$ cat config.mk
export PLATFORM = sky130hd
export DESIGN_NAME = css_cell
export DESIGN_NICKNAME = d
export VERILOG_FILES = /design/src/hdl/css_pkg.sv /design/src/hdl/css_cell.sv
export SDC_FILE = /design/constraint.sdc
export NUM_CORES = 1
export LEC_CHECK = 0
export ABC_AREA = 1
export BUFFER_PORTS_ARGS = -buffer_cell sky130_fd_sc_hd__buf_2
export CORE_MARGIN = 2
export CORE_UTILIZATION = 38
export DETAILED_ROUTE_END_ITERATION = 6
export GPL_TIMING_DRIVEN = 0
export PLACE_DENSITY = 0.8
export SETUP_SLACK_MARGIN = 0.2
export SLEW_MARGIN = 20
export SYNTH_ARGS = -nofsm -noshare
export SYNTH_HDL_FRONTEND = slang
export SYNTH_SLANG_ARGS = --single-unit
$ cat constraint.sdc
create_clock -name clock -period 5 [get_ports clock]
set_input_delay 0.75 -clock clock [delete_from_list [all_inputs] [get_ports clock]]
set_output_delay 0.75 -clock clock [all_outputs]
set_load 0.01 [all_outputs]
$ cat src/hdl/css_pkg.sv
`timescale 1ns / 1ps
// ----------------------------------------------------------------------------
// css_pkg
// Types and constants shared by the cursor sequence store cells, control,
// top level and checker.
// ----------------------------------------------------------------------------
package css_pkg;

   localparam int DATA_W     = 32;
   localparam int OPCODE_W   = 3;
   localparam int COUNT_W    = 7;
   localparam int STATUS_W   = 2;
   localparam int CELL_IDX_W = 11;

   typedef enum logic [OPCODE_W-1:0] {
      OP_START   = 3'd0,
      OP_END     = 3'd1,
      OP_ADVANCE = 3'd2,
      OP_INSERT  = 3'd3,
      OP_ATTACH  = 3'd4,
      OP_REMOVE  = 3'd5,
      OP_QUERY   = 3'd6
   } opcode_type;

   typedef enum logic [STATUS_W-1:0] {
      ST_OK      = 2'd0,
      ST_FULL    = 2'd1,
      ST_NO_ITEM = 2'd2
   } status_type;

   typedef struct packed {
      logic [OPCODE_W-1:0] opcode;
      logic [DATA_W-1:0]   entry_value;
   } req_type;

   typedef struct packed {
      logic [DATA_W-1:0]   current_value;
      logic                has_item;
      logic [COUNT_W-1:0]  item_count;
      logic [STATUS_W-1:0] status;
   } rsp_type;

   typedef struct packed {
      logic                  shift_up;
      logic                  shift_down;
      logic [CELL_IDX_W-1:0] pos;
      logic [CELL_IDX_W-1:0] new_cursor;
      logic [DATA_W-1:0]     word;
   } cell_cmd_type;

   typedef struct packed {
      logic                valid;
      logic                has_item;
      logic [COUNT_W-1:0]  item_count;
      logic [STATUS_W-1:0] status;
   } stage_type;

endpackage

$ cat src/hdl/css_cell.sv
`timescale 1ns / 1ps
// ----------------------------------------------------------------------------
// css_cell
// One storage place of the sequence: holds a word and a cursor mark, takes
// its left neighbor on insert and its right neighbor on remove.
// ----------------------------------------------------------------------------
module css_cell #(
   parameter int INDEX = 0
) (
   input  logic                        clock,
   input  logic                        reset,
   input  css_pkg::cell_cmd_type       cmd,
   input  logic [css_pkg::DATA_W-1:0]  left_value,
   input  logic [css_pkg::DATA_W-1:0]  right_value,
   output logic [css_pkg::DATA_W-1:0]  value,
   output logic [css_pkg::DATA_W-1:0]  marked_value
);
   import css_pkg::*;

   localparam logic [CELL_IDX_W-1:0] MY_POS  = CELL_IDX_W'(INDEX);
   localparam logic [CELL_IDX_W-1:0] MY_MARK = CELL_IDX_W'(INDEX + 1);

   logic [DATA_W-1:0] value_ff;
   logic [DATA_W-1:0] value_in;
   logic              mark_ff;
   logic              mark_in;

   always_comb begin
      value_in = value_ff;
      if (cmd.shift_up) begin
         if (MY_POS > cmd.pos) begin
            value_in = left_value;
         end else if (MY_POS == cmd.pos) begin
            value_in = cmd.word;
         end
      end else if (cmd.shift_down) begin
         if (MY_POS >= cmd.pos) begin
            value_in = right_value;
         end
      end
      mark_in = (cmd.new_cursor == MY_MARK);
   end

   always_ff @(posedge clock) begin
      value_ff <= value_in;
      if (reset) begin
         mark_ff <= 1'b0;
      end else begin
         mark_ff <= mark_in;
      end
   end

   assign value        = value_ff;
   assign marked_value = value_ff & {DATA_W{mark_ff}};

endmodule

; ---- Word level (Yosys, flattened, before mapping)
; Index checks and enable logic that the tools add are counted.
[classes]
bitwise = 1
mux = 5
n_reduce_logical = 4
eq_ne = 2
order_cmp = 2
[ops]
columns = op, count
row1 = $mux 32, 5
row2 = $and 32x32->32, 1
row3 = $eq 11x1->1 const B, 1
row4 = $ge 1x11->1 const A, 1
row5 = $gt 1x11->1 const A, 1
row6 = $logic_not 11->1, 1
row7 = $reduce_bool 2->1, 2
row8 = $ne 3x1->1 const B, 1
row9 = $reduce_and 3->1, 1
[totals]
ff_bits = 33
elab_cells = 16
output_inout_bits = 64
inputBits = 122

; ---- Logic depth before layout (Yosys ltp)
[logic_depth]
word_depth = 4
ltp_mapped = 5
depth_no_buf = 5

; ---- Least setup slack after synthesis
; OpenSTA, ideal clock, no wires.
[synth_path]
path_type = in2reg
from = input port cmd[55] (netlist bit)
to = register value_ff[0], in the netlist value[0] (enable)
path_slack_ps = 2184
n_path_buf = 1
arrival_time_ps = 2394
cell_stages = 4
setup_time_ps = 422
required_ps = 4578
cell_sequence = buf_6 or2_1 nand3_1 nor2_1
[synth_via]
elab_chain_cells = 2
[synth_rtl]
columns = item, line_no
row1 = start: declaration, css_cell.sv:12  ; input css_pkg::cell_cmd_type cmd,
row2 = $ne 3x1->1 (no line) / $reduce_bool 2->1 (equally long branches), --
row3 = $reduce_and 3->1 (no line) (*), --
row4 = end signal: assignment, css_cell.sv:45  ; value_ff <= value_in;
row5 = end: declaration, css_cell.sv:23  ; logic [DATA_W-1:0] value_ff;
; Every way passes the cells marked *; elsewhere a longest branch is shown, timed or not.
; A chain may end at the register's enable or synchronous reset.

; ---- Worst setup path after layout
[layout_path]
from = register mark_ff
to = output port marked_value[14] (netlist bit)
[layout_via]
elab_chain_cells = 1
[layout_rtl]
columns = item, line_no
row1 = start: declaration, css_cell.sv:25  ; logic mark_ff;
row2 = start signal: assignment, css_cell.sv:49  ; mark_ff <= mark_in;
row3 = $and 32x32->32, css_cell.sv:54  ; assign marked_value = value_ff & {DATA_W{mark_ff}};
row4 = end: declaration, css_cell.sv:16  ; output logic [css_pkg::DATA_W-1:0] marked_value
; Every way passes these cells.

==> reports/metrics.cfg <==
[run_status]
status = finished, final reports clean

[setup_path]
slowest_delay_ns = 0.38
path_cells = buf_2 > nand2_1 > inv_1 > buf_2
slowest_stage = dfxtp_1
crit_end = marked_value[14]
path_buf_inv = 3
cp-end-kind = output port
cp.arrival_ns = 1.20
critical_path_class = reg2out
crit_family = buffers and inverters
worstPathRequired_ns = 4.25
cp-startpoint = mark_ff
critPathLaunchType = flop
cp_max_fo = 10
cp.depth = 4
crit_top_cell = buf_2

[synthesis]
yosys_warnings = 0
synth_top_area_cell = edfxtp_1
synthTopCellsByArea = edfxtp_1, nand2_4, nand2_1
synth.yosys.seq_area_share = 0.4590
synth_top_area_frac = 0.4496
synth.net_count = 361
synth.distinct_cells = 14
syn_area_sq_um = 2137
avgSynthCellArea_sq_um = 8.942
synthCells = 239
ys_ff_latch = 33

[clock_network]
tritoncts = built
cts_buffer_depth = 2
cts-root-buf = clkbuf_8
post-cts-setup-buffers = 0
cts_hold_buffers = 0
cts_resized = 0
cts.htree.levels = 2
clk_pin_slew_ns = 0.06
numCtsBuffers = 5
clock-sinks = 33

[floorplan]
io_pins = 186
row_count = 27
die_x_microns = 78.99
die_h_microns = 78.99
core_sq_um = 5473
design.die.area_sq_um = 6239
initial_core_util = 0.3905

[route]
drc = 0
wire_per_inst_microns = 11.13
dr_total_vias = 1989
antenna_left = 0
drt_iter0_drc = 56
firstDrtPassIters = 4
via_per_inst = 4.214
wirelength_microns = 5252

[global_route]
grtUsageTotal = 0.1725
grt_pass1_vias = 1965
grt-ovfl-total = 0
grt_max_degree = 18
grt_pass1_wl_microns = 8342
antenna_found_initial = 0

[sta]
tns_ns = 0
maxSlewHeadroom = 0.6392
layout_min_cycle_time_ns = 1.945
post-route-period-util = 0.3891
timing.fmax_mhz = 514.0
maxSlewViolCount = 0
final_hold_viol_count = 0
whs_ns = 0.7231
setup-violations-final = 0
tightest_slew_ns = 0.5399
rsz0062_at_grt = no

[cells_and_area]
syn_to_final_growth_pct = 45.67
multi_input_area_sq_um = 874.6
final_layout_size_suffix_gt1_frac = 0.5775
n_antenna_cell = 0
finish.net_count = 521
fillers = 501
regArea_sq_um = 980.9

[power]
p_leak_nw = 1.931
power_density_nw_per_um2 = 197.3
ir_drop_mv = 0.08237

[run]
drv_cap = 0

[worst_hold_path]
hold_path.class = in2reg

[placement]
gp_congestion = 0.7969
dpl.hpwl_microns = 4225
io_buffers = 152

-- placed cells by master (no fill, tap or decap), drive strengths merged --
cell,synthesis,routed
buf,10,163
nand2,138,138
inv,46,46
edfxtp,32,32
nor2,10,10
clkbuf,0,8
or2,1,1
nand3,1,1
dfxtp,1,1
-- per-stage QoR --
step | total power (W) | instances | util | setup WS, ns | instance area (sq um)
4_1_cts | 0.0006227 | 472 | 0.5688 | 3.006 | 3113
5_1_grt | 0.0006451 | 472 | 0.5688 | 2.920 | 3113
6_report | 0.0006141 | 472 | 0.5688 | 3.055 | 3113
3_3_place_gp | 0.0004137 | 463 | 0.5460 | 1.531 | 2988
3_5_place_dp | 0.0004170 | 464 | 0.5524 | 2.877 | 3023
2_1_floorplan | 0.0003685 | 239 | - | 2.184 | 2137
-- cell type report --
type / count / area share
sequential: 33 / 0.3151
multi-input combinational: 150 / 0.2809
timing repair buffer: 153 / 0.2532
inverter: 46 / 0.05788
buffer: 10 / 0.03497
clock buffer: 8 / 0.02894
tap: 72 / 0.02894
-- cell usage after synthesis --
| cell | number |
|---|---|
| buf_6 | 1 |
| nand2_1 | 78 |
| inv_8 | 1 |
| buf_12 | 3 |
| buf_4 | 3 |
| dfxtp_1 | 1 |
| nor2_1 | 10 |
| or2_1 | 1 |
| edfxtp_1 | 32 |
| nand3_1 | 1 |
| nand2_2 | 30 |
| buf_2 | 3 |
| nand2_4 | 30 |
| inv_1 | 45 |
-- worst min-delay path by stage --
| stage | from | end | depth (start not counted) |
|---|---|---|---|
| after floorplan | cmd[40] | mark_ff | 3 |
| after global placement | cmd[41] | mark_ff | 4 |
| after detailed placement | cmd[40] | mark_ff | 4 |
| after CTS | cmd[40] | mark_ff | 4 |
| after global routing | cmd[40] | mark_ff | 4 |
| final | cmd[40] | mark_ff | 4 |
-- registers in the layout (all words and copies together) (netlist names) --
signal	flops
mark_ff	1
value	32
-- layer usage --
metal  up-vias  share of wire  track usage
li1       1016              -            -
met5         -              0            0
met1       882           0.39       0.1829
met2        83           0.53       0.3322
met3         8          0.067      0.03864
met4         0          0.017      0.05862
-- logic make-up after synthesis --
kind of cell / share of synthesized area
simple gates: 0.4057
buf+inv: 0.1352
flops: 0.4590
-- tightest hold or removal path: stages --
cell	delay, ns
buf_2	0.08
nor2_1	0.03
nand2_1	0.05
nor2_1	0.04
-- report_power, final --
group / switching, W / internal [W]
clock: 0.0000925 / 0.000112
sequential: 0.0000000643 / 0.000305
combinational: 0.0000511 / 0.0000529
total: 0.000144 / 0.000470
Power figures use the tool's default switching activity.
