### config.mk
export PLATFORM = sky130hd
export DESIGN_NAME = css_ctrl
export DESIGN_NICKNAME = d
export VERILOG_FILES = /design/src/hdl/css_pkg.sv /design/src/hdl/css_ctrl.sv
export SDC_FILE = /design/constraint.sdc
export NUM_CORES = 1
export LEC_CHECK = 0
export BUFFER_PORTS_ARGS = -buffer_cell sky130_fd_sc_hd__buf_2
export CAP_MARGIN = 10
export CORE_ASPECT_RATIO = 0.9
export CORE_MARGIN = 2
export CORE_UTILIZATION = 40
export CTS_CLUSTER_SIZE = 10
export DETAILED_ROUTE_END_ITERATION = 8
export PLACE_DENSITY = 0.76
export SETUP_SLACK_MARGIN = 0.4
export SLEW_MARGIN = 20
export SYNTH_ARGS = -nofsm -noshare
export SYNTH_HDL_FRONTEND = slang
export SYNTH_SLANG_ARGS = --single-unit
### constraint.sdc
create_clock -name clock -period 3.4 [get_ports clock]
set_clock_uncertainty 0.15 [all_clocks]
set_input_delay 0.68 -clock clock [delete_from_list [all_inputs] [get_ports clock]]
set_output_delay 0.68 -clock clock [all_outputs]
set_load 0.005 [all_outputs]
### src/hdl/css_pkg.sv
`timescale 1ns / 1ps
// ----------------------------------------------------------------------------
// css_pkg
// Types and constants shared by the cursor sequence store cells, control,
// top level and checker.
// ----------------------------------------------------------------------------
package css_pkg;

   localparam int DATA_W     = 32;
   localparam int OPCODE_W   = 3;
   localparam int COUNT_W    = 7;
   localparam int STATUS_W   = 2;
   localparam int CELL_IDX_W = 11;

   typedef enum logic [OPCODE_W-1:0] {
      OP_START   = 3'd0,
      OP_END     = 3'd1,
      OP_ADVANCE = 3'd2,
      OP_INSERT  = 3'd3,
      OP_ATTACH  = 3'd4,
      OP_REMOVE  = 3'd5,
      OP_QUERY   = 3'd6
   } opcode_type;

   typedef enum logic [STATUS_W-1:0] {
      ST_OK      = 2'd0,
      ST_FULL    = 2'd1,
      ST_NO_ITEM = 2'd2
   } status_type;

   typedef struct packed {
      logic [OPCODE_W-1:0] opcode;
      logic [DATA_W-1:0]   entry_value;
   } req_type;

   typedef struct packed {
      logic [DATA_W-1:0]   current_value;
      logic                has_item;
      logic [COUNT_W-1:0]  item_count;
      logic [STATUS_W-1:0] status;
   } rsp_type;

   typedef struct packed {
      logic                  shift_up;
      logic                  shift_down;
      logic [CELL_IDX_W-1:0] pos;
      logic [CELL_IDX_W-1:0] new_cursor;
      logic [DATA_W-1:0]     word;
   } cell_cmd_type;

   typedef struct packed {
      logic                valid;
      logic                has_item;
      logic [COUNT_W-1:0]  item_count;
      logic [STATUS_W-1:0] status;
   } stage_type;

endpackage

### src/hdl/css_ctrl.sv
`timescale 1ns / 1ps
// ----------------------------------------------------------------------------
// css_ctrl
// Cursor and count bookkeeping: decodes each item into a shift command for
// the cell row and registers the status for the result.
// ----------------------------------------------------------------------------
module css_ctrl #(
   parameter int CAPACITY = 64
) (
   input  logic                    clock,
   input  logic                    reset,
   input  logic                    accept,
   input  css_pkg::req_type        req_item,
   output css_pkg::cell_cmd_type   cmd,
   output css_pkg::stage_type      stage
);
   import css_pkg::*;

   localparam int CNT_W = $clog2(CAPACITY + 1);
   localparam logic [CNT_W-1:0] CAP_CNT = CNT_W'(CAPACITY);
   localparam logic [CNT_W-1:0] ONE     = CNT_W'(1);

   logic [CNT_W-1:0] count_ff;
   logic [CNT_W-1:0] count_in;
   logic [CNT_W-1:0] cursor_ff;
   logic [CNT_W-1:0] cursor_in;
   logic [CNT_W-1:0] pos;
   logic             shift_up;
   logic             shift_down;
   status_type       status;
   stage_type        stage_ff;
   stage_type        stage_in;

   always_comb begin
      count_in   = count_ff;
      cursor_in  = cursor_ff;
      pos        = '0;
      shift_up   = 1'b0;
      shift_down = 1'b0;
      status     = ST_OK;
      if (accept) begin
         case (opcode_type'(req_item.opcode))
            OP_START: begin
               cursor_in = (count_ff != '0) ? ONE : '0;
            end
            OP_END: begin
               cursor_in = count_ff;
            end
            OP_ADVANCE: begin
               if (cursor_ff != '0) begin
                  cursor_in = (cursor_ff < count_ff) ? cursor_ff + ONE : '0;
               end
            end
            OP_INSERT, OP_ATTACH: begin
               if (count_ff >= CAP_CNT) begin
                  status = ST_FULL;
               end else begin
                  if (opcode_type'(req_item.opcode) == OP_INSERT) begin
                     pos = (cursor_ff != '0) ? cursor_ff - ONE : '0;
                  end else begin
                     pos = (cursor_ff != '0) ? cursor_ff : count_ff;
                  end
                  shift_up  = 1'b1;
                  count_in  = count_ff + ONE;
                  cursor_in = pos + ONE;
               end
            end
            OP_REMOVE: begin
               if (cursor_ff == '0 || cursor_ff > count_ff) begin
                  status = ST_NO_ITEM;
               end else begin
                  pos        = cursor_ff - ONE;
                  shift_down = 1'b1;
                  count_in   = count_ff - ONE;
                  if (cursor_ff > count_ff - ONE) begin
                     cursor_in = '0;
                  end
               end
            end
            default: begin
            end
         endcase
      end
   end

   always_comb begin
      cmd.shift_up   = shift_up;
      cmd.shift_down = shift_down;
      cmd.pos        = CELL_IDX_W'(pos);
      cmd.new_cursor = CELL_IDX_W'(cursor_in);
      cmd.word       = req_item.entry_value;

      stage_in.valid      = accept;
      stage_in.has_item   = (cursor_in != '0);
      stage_in.item_count = COUNT_W'(count_in);
      stage_in.status     = status;
   end

   always_ff @(posedge clock) begin
      if (reset) begin
         count_ff       <= '0;
         cursor_ff      <= '0;
         stage_ff.valid <= 1'b0;
      end else begin
         count_ff       <= count_in;
         cursor_ff      <= cursor_in;
         stage_ff.valid <= stage_in.valid;
      end
      stage_ff.has_item   <= stage_in.has_item;
      stage_ff.item_count <= stage_in.item_count;
      stage_ff.status     <= stage_in.status;
   end

   assign stage = stage_ff;

endmodule

Yosys cells after proc, flatten, opt, wreduce, memory -nomap -nowiden
Index checks and enable logic that the tools add are counted.

storage, ports and cells
  logic and storage cells = 58
  input port bits = 38
  output and inout port bits = 67
  register bits after elaboration = 25

cells by class
  eq/ne operators = 5
  add/sub/neg operators = 5
  mux-type cells = 31
  reductions and logical operators = 7
  order comparisons = 4

operators with widths
  operator                                          number
  two-way mux 7 bit                                 18
  one-hot mux 7 bit (5 select lines)                1
  one-hot mux 7 bit (2 select lines)                2
  adder 7 x 1 -> 7 bit, second input constant       3
  nonzero test 7 bit                                3
  greater-than comparator 7 bit                     2
  subtractor 7 x 1 -> 7 bit, second input constant  2
  two-way mux 1 bit                                 8
  >= comparator 7 bit, second input constant        1
  zero test 7 bit                                   1
  less-than comparator 7 bit                        1
  == test 3 x 2 -> 1 bit, second input constant     2
  == test 3 bit, second input constant              2
  one-hot mux 2 bit (2 select lines)                1
  == test 3 x 1 -> 1 bit, second input constant     1
  zero test 3 bit                                   1
  two-way mux 2 bit                                 1
  OR reduction 2 bit                                1
  logical OR 1 bit                                  1

Longest topological paths before layout
Gate-level depths: netlist of run 1.

  word-level depth = 11
  mapped depth = 16
  depth with buffers taken out = 15

Least setup slack after synthesis of run 1
OpenSTA, ideal clock, no wires.

  kind = register to output
  from = register cursor_ff[0]
  to = output port cmd[38] (netlist name)
  arrival time = 2.687 ns
  cell stages (with the launch flop) = 15
  path buffers = 1
  data required time = 2.570 ns
  setup slack = -0.117 ns
  cells stage by stage = dfxtp_1 -> clkbuf_1 -> inv_2 -> ha_1 -> or3b_4 -> nor3_1 -> a21oi_1 -> o22ai_1 -> ha_1 -> inv_1 -> a311oi_1 -> nand4_1 -> mux2i_1 -> o221ai_1 -> inv_1

RTL lines
  element                 line             source
  start, declared         css_ctrl.sv:25   logic [CNT_W-1:0] cursor_ff;
  start signal, assigned  css_ctrl.sv:106  cursor_ff <= cursor_in;
  end, declared           css_ctrl.sv:14   output css_pkg::cell_cmd_type cmd,

==> flow_metrics.env, run 1 <==
export IMPL_io_buffers=32
export IMPL_die_h_um=82.2
export IMPL_antenna_found_initial=0
export IMPL_async_flop_share_pct=0
export IMPL_dpl_worst_slack_ns=-0.111
export IMPL_post_route_period_util_pct=110
export IMPL_numCtsBuffers=3
export IMPL_critPathMaxFanout=6
export IMPL_dp_cells=495
export IMPL_die_x_um=90.8
export IMPL_arrival_ns=2.91
export IMPL_wl_per_cell_um=17.4
export IMPL_area_growth_pct=33.6
export IMPL_maxCapViolCount=0
export IMPL_cpPeakStageDelay_ns=0.37
export IMPL_hold_viol_final=0
export IMPL_min_period_ns=3.74
export IMPL_fill_cells=632
export IMPL_yosys_register_bits=25
export IMPL_final_core_util_pct=55.1
export IMPL_cts_tree="yes"
export IMPL_vias=3026
export IMPL_worstSetupEndpointType="primary output"
export IMPL_grt_pass1_vias=2884
export IMPL_worst_slack_ns=-0.336
export IMPL_gp_congestion=1.03
export IMPL_cp_start_kind="flip-flop"
export IMPL_met1_usage_pct=27.4
export IMPL_layout_drive_gt1_share_pct=44.6
export IMPL_ys_types=66
export IMPL_placed_area_um2=3200
export IMPL_p_leak_nw=1.66
export IMPL_placementRows=28
export IMPL_r2r_start="count_ff[4]"
export IMPL_hold_path_depth=2
export IMPL_grt_ovfl_total=0
export IMPL_dp_hpwl_mm=6.53
export IMPL_r2r_end="stage[9]"
export IMPL_violations="setup timing"
export IMPL_grtUsageMet2_pct=42.8
export IMPL_worstMarginPinSlew_ns=0.747
export IMPL_crit_required_ns=2.57
export IMPL_maxSlewHeadroom_pct=49.9
export IMPL_start_util_pct=41.2
export IMPL_wl_mm=8.97
export IMPL_clock_sinks=25
export IMPL_grt_start_max_net_pins=17
export IMPL_drv_slew=0
export IMPL_avgSynthCellArea_um2=7.48
export IMPL_min_path_type="reg2reg"
export IMPL_outcome="finished, violations left"
export IMPL_setup_violations_final=13
export IMPL_clk_pin_slew_ns=0.09
export IMPL_crit_chain="nor4_4 -> nand2_2 -> xnor2_2 -> ha_1 -> nand4_1 -> a21oi_2 -> or3_4 -> a31oi_4 -> nor2_1 -> a2bb2oi_1 -> a21o_1 -> inv_1 -> buf_2"
export IMPL_synth_warnings=0
export IMPL_rrSetupSlack_ns=-0.09
export IMPL_pin_count=105
export IMPL_core_area_um2=6590
export IMPL_diodes=0
export IMPL_final_cell_mix="67 x buf_4, 32 x buf_2, 25 x nor2_1"
export IMPL_ctsHoldBuffers=0
export IMPL_yosysSeqAreaShare_pct=18.4
export IMPL_crit_family="simple AND/OR/NAND/NOR gates"
export IMPL_dr_pass1_iters=6
export IMPL_multi_input_area_um2=2100
export IMPL_critPathKind="reg2out"
export IMPL_setup_tns_ns=-2.23
export IMPL_cts_root_buffer="clkbuf_8"
export IMPL_grt_pass1_wl_mm=13.9
export IMPL_clk_latency_ns=0.28
export IMPL_ys_flop_type="dfxtp_1"
export IMPL_grt_util_all_layers_pct=23.3
export IMPL_power_density_nw_per_um2=252
export IMPL_syn_cell_area_um2=2720
export IMPL_drtIter0Drc=256
export IMPL_clockBufferDepth=2
export IMPL_final_common_cell="buf_4"
export IMPL_path_buf_inv=2
export IMPL_drc=0
export IMPL_synthCells=363
export IMPL_rsz0062_at_grt="true"
export IMPL_vdd_drop_max_v=0.000280
export IMPL_reg2reg_depth=15
export IMPL_die_area_um2=7460
export IMPL_viasPerCell=5.89
export IMPL_final_cells=514
export IMPL_min_from="cursor_ff[4]"
export IMPL_final_nets=483
export IMPL_fmax_mhz=268
export IMPL_post_route_cell_area_um2=3630
export IMPL_seqCellArea_um2=522
export IMPL_hold_path_end="cursor_ff[4]"
export IMPL_top_usage_layer="met2"
export IMPL_antenna_left=0
export IMPL_synth_edff_count=0
export IMPL_critPathSlowestCell="or3_4"
export IMPL_htree_levels=1
export IMPL_met3_usage_pct=3.54
[report_power, final]
part / switching (mW) / internal (mW)
Combinational: 0.223 / 0.192
Sequential: 0.0108 / 0.302
Clock: 0.102 / 0.0861
Total: 0.336 / 0.580
[cell type report]
class / instances / area share (%)
Timing Repair Buffer: 108 / 21.1
Clock inverter: 1 / 0.241
Inverter: 20 / 2.28
Multi-Input combinational cell: 267 / 57.8
Clock buffer: 3 / 1.14
Tap cell: 90 / 3.10
Sequential cell: 25 / 14.4
[per-stage QoR]
| stage | hold slack, ns | power [mW] |
|---|---|---|
| finish | 0.434 | 0.916 |
| global placement | 0.414 | 0.642 |
| CTS | 0.429 | 0.894 |
| detailed placement | 0.430 | 0.650 |
| floorplan | 0.414 | 0.568 |
| global route | 0.463 | 0.967 |
[routing by layer]
| metal | up-vias | routed length [um] |
|---|---|---|
| li1 | 1370 | - |
| met1 | 1412 | 3540 |
| met2 | 190 | 4240 |
| met3 | 54 | 792 |
| met4 | 0 | 395 |
| met5 | - | 0 |
[cells in the mapped netlist (5+ instances only)]
| library cell | instances | area [um2] |
|---|---|---|
| nor3_1 | 11 | 55.1 |
| clkbuf_1 | 9 | 33.8 |
| buf_4 | 44 | 330 |
| nand4_1 | 6 | 37.5 |
| a21oi_1 | 24 | 120 |
| inv_1 | 15 | 56.3 |
| o21ai_0 | 6 | 30.0 |
| ha_1 | 20 | 250 |
| o22ai_1 | 7 | 43.8 |
| nor2b_1 | 14 | 87.6 |
| nand2_1 | 26 | 97.6 |
| a22oi_1 | 5 | 37.5 |
| nor2_1 | 32 | 120 |
| xnor2_1 | 17 | 149 |
| nand3_1 | 10 | 50.1 |
| a21o_1 | 6 | 45.0 |
| dfxtp_1 | 25 | 500 |
| nand3b_1 | 5 | 37.5 |
[logic make-up (layout without fill, tap and decap cells)]
| group | Yosys count | count (layout) | synth area share [%] |
|---|---|---|---|
| compound gates | 85 | 85 | 21.5 |
| flops | 25 | 25 | 18.4 |
| other cells | 1 | 8 | 0.138 |
| simple gates | 134 | 134 | 26.9 |
| buf+inv | 78 | 132 | 17.3 |
| fa+ha+maj | 20 | 20 | 9.22 |
| xor+xnor | 19 | 19 | 6.13 |
| mux | 1 | 1 | 0.369 |
[sequential cells by signal, indices dropped and copies added, names as in the netlist]
name and cells:
cursor_ff 7, stage 11, count_ff 7
[worst reg2reg max path: stages (launching register included)]
cell	delay (ns)
dfxtp_4	0.36
nor4_4	0.33
nand2_2	0.12
xnor2_2	0.15
ha_1	0.31
nand4_1	0.17
a21oi_2	0.15
or3_4	0.14
a31oi_4	0.13
o31a_1	0.35
a211oi_2	0.18
buf_4	0.14
buf_6	0.08
buf_6	0.09
nand2_2	0.03
or4b_1	0.50
[worst max path at each step]
stage / start / end / cells after the start
global placement: req_item[33] / cmd[38] / 12
floorplan: req_item[33] / cmd[38] / 13
CTS: count_ff[4] / cmd[37] / 13
finish: count_ff[4] / cmd[37] / 13
global route: count_ff[4] / cmd[37] / 13
detailed placement: count_ff[2] / cmd[37] / 13
[timing repair]
item,CTS,global route
buffers inserted,11,4
gates resized for setup,46,18
pin swaps,31,10
endpoints found under the setup margin,17,20
(Power assumes the default switching activity.)
==> run 2, diff against run 1 <==
TNS_END_PERCENT = 1   (was default)
==> flow_metrics.env, run 2 (synthesis gave the netlist of run 1 again) <==
export IMPL_worstMarginPinSlew_ns=0.649
export IMPL_min_period_ns=3.84
export IMPL_viasPerCell=5.78
export IMPL_die_area_um2=7460
export IMPL_clock_sinks=25
export IMPL_drtIter0Drc=277
export IMPL_cpPeakStageDelay_ns=0.37
export IMPL_area_growth_pct=25.3
export IMPL_core_area_um2=6590
export IMPL_cts_root_buffer="clkbuf_8"
export IMPL_critPathMaxFanout=6
export IMPL_violations="setup timing"
export IMPL_critPathSlowestCell="dfxtp_2"
export IMPL_htree_levels=1
export IMPL_setup_violations_final=8
export IMPL_clk_pin_slew_ns=0.10
export IMPL_outcome="finished, violations left"
export IMPL_vdd_drop_max_v=0.000151
export IMPL_met3_usage_pct=3.45
export IMPL_fmax_mhz=261
export IMPL_clk_latency_ns=0.28
export IMPL_cts_tree="yes"
export IMPL_rsz0062_at_grt="true"
export IMPL_maxCapViolCount=0
export IMPL_grt_util_all_layers_pct=23.3
export IMPL_p_leak_nw=1.59
export IMPL_wl_per_cell_um=17.7
export IMPL_grt_pass1_vias=2718
export IMPL_fill_cells=653
export IMPL_largest_register_ffs=11
export IMPL_dr_pass1_iters=5
export IMPL_wl_mm=8.97
export IMPL_min_path_type="reg2reg"
export IMPL_sw_frac_of_total_pct=36.5
export IMPL_final_core_util_pct=51.7
export IMPL_antenna_found_initial=0
export IMPL_final_nets=475
export IMPL_clkPwrFrac_pct=21.9
export IMPL_die_h_um=82.2
export IMPL_dpl_worst_slack_ns=-0.194
export IMPL_vias=2923
export IMPL_placementRows=28
export IMPL_cp_common_cell="nor2_1"
export IMPL_die_x_um=90.8
export IMPL_final_cell_mix="67 x buf_4, 32 x buf_2, 29 x nor2_1"
export IMPL_drc=0
export IMPL_grt_pass1_wl_mm=13.8
export IMPL_maxSlewHeadroom_pct=56.4
export IMPL_critPathKind="reg2out"
export IMPL_arrival_ns=3.01
export IMPL_met1_usage_pct=32.2
export IMPL_io_buffers=32
export IMPL_cp_start_kind="flip-flop"
export IMPL_start_util_pct=41.2
export IMPL_pin_count=105
export IMPL_intPower_uw=556
export IMPL_hold_ws_ns=0.434
export IMPL_drv_slew=0
export IMPL_dp_hpwl_mm=6.84
export IMPL_final_common_cell="buf_4"
export IMPL_worst_slack_ns=-0.435
export IMPL_crit_chain="nor4_4 -> nand2_1 -> xnor2_2 -> ha_1 -> nand4_1 -> buf_4 -> nor2_1 -> nor2_2 -> a31oi_4 -> nor2_1 -> a2bb2oi_1 -> a21o_1 -> inv_1 -> buf_2"
export IMPL_clockBufferDepth=2
export IMPL_diodes=0
export IMPL_power_density_nw_per_um2=258
export IMPL_p_sw_uw=320
export IMPL_top_usage_layer="met2"
export IMPL_crit_required_ns=2.57
export IMPL_combPwrFrac_pct=42.4
export IMPL_ctsHoldBuffers=0
export IMPL_grtUsageMet2_pct=38.8
export IMPL_antenna_left=0
export IMPL_numCtsBuffers=3
export IMPL_gp_congestion=0.993
export IMPL_grt_ovfl_total=0
export IMPL_grt_start_max_net_pins=16
export IMPL_worstSetupEndpointType="primary output"
export IMPL_seqPwrFrac_pct=35.7
export IMPL_hold_viol_final=0
export IMPL_layout_drive_gt1_share_pct=39.4
export IMPL_post_route_period_util_pct=113
run 2: per-layer routing:
| metal | wire, um | part of all wire (%) |
|---|---|---|
| met1 | 4070 | 45 |
| met2 | 3960 | 44 |
| met3 | 714 | 8.0 |
| met4 | 224 | 2.5 |
| met5 | 0 | 0 |
run 2: worst paths after layout:
kind	from	end	slack [ns]	depth (start not counted)
max	count_ff[4]	cmd[37]	-0.44	14
min	cursor_ff[4]	cursor_ff[4]	0.43	2
max reg2reg	count_ff[1]	stage[9]	-0.04	15
min reg2reg	cursor_ff[4]	cursor_ff[4]	0.43	2
run 2: timing repair:
item / CTS / global route
resized for setup: 30 / 6
pin swaps: 5 / 3
hold endpoints to repair: 0 / 0
setup endpoints to repair: 19 / 21
setup buffers: 1 / 0
run 2: worst max-delay path, delay by kind of cell, from the launching register on:
| kind | cells | cell delay (ns) |
|---|---|---|
| compound gates | 3 | 0.60 |
| xor+xnor | 1 | 0.16 |
| fa+ha+maj | 1 | 0.29 |
| buf+inv | 3 | 0.36 |
| flops | 1 | 0.37 |
| simple gates | 6 | 0.93 |
run 2: power groups by stage:
stage               clock [mW]  sequential (mW)  combinational, mW
global route             0.207            0.314              0.400
floorplan                    0            0.319              0.239
detailed placement           0            0.319              0.334
global placement             0            0.318              0.332
finish                   0.192            0.313              0.371
CTS                      0.196            0.313              0.358
run 2: stage by stage:
| step | cell area, um2 | total power, mW | std cells | setup TNS [ns] |
|---|---|---|---|---|
| floorplan | 2830 | 0.559 | 370 | 0 |
| global placement | 3190 | 0.650 | 501 | -0.685 |
| detailed placement | 3190 | 0.653 | 501 | -0.968 |
| CTS | 3380 | 0.867 | 506 | -2.20 |
| global route | 3400 | 0.920 | 506 | -4.58 |
| finish | 3400 | 0.876 | 506 | -2.53 |
run 2: layout make-up:
class                           count  area, um2  share of cell area [%]
Clock buffer                        3       41.3                    1.21
Clock inverter                      1       7.51                   0.221
Inverter                           20       77.6                    2.28
Multi-Input combinational cell    267       1980                    58.2
Sequential cell                    25        510                    15.0
Tap cell                           90        113                    3.31
Timing Repair Buffer              100        674                    19.8
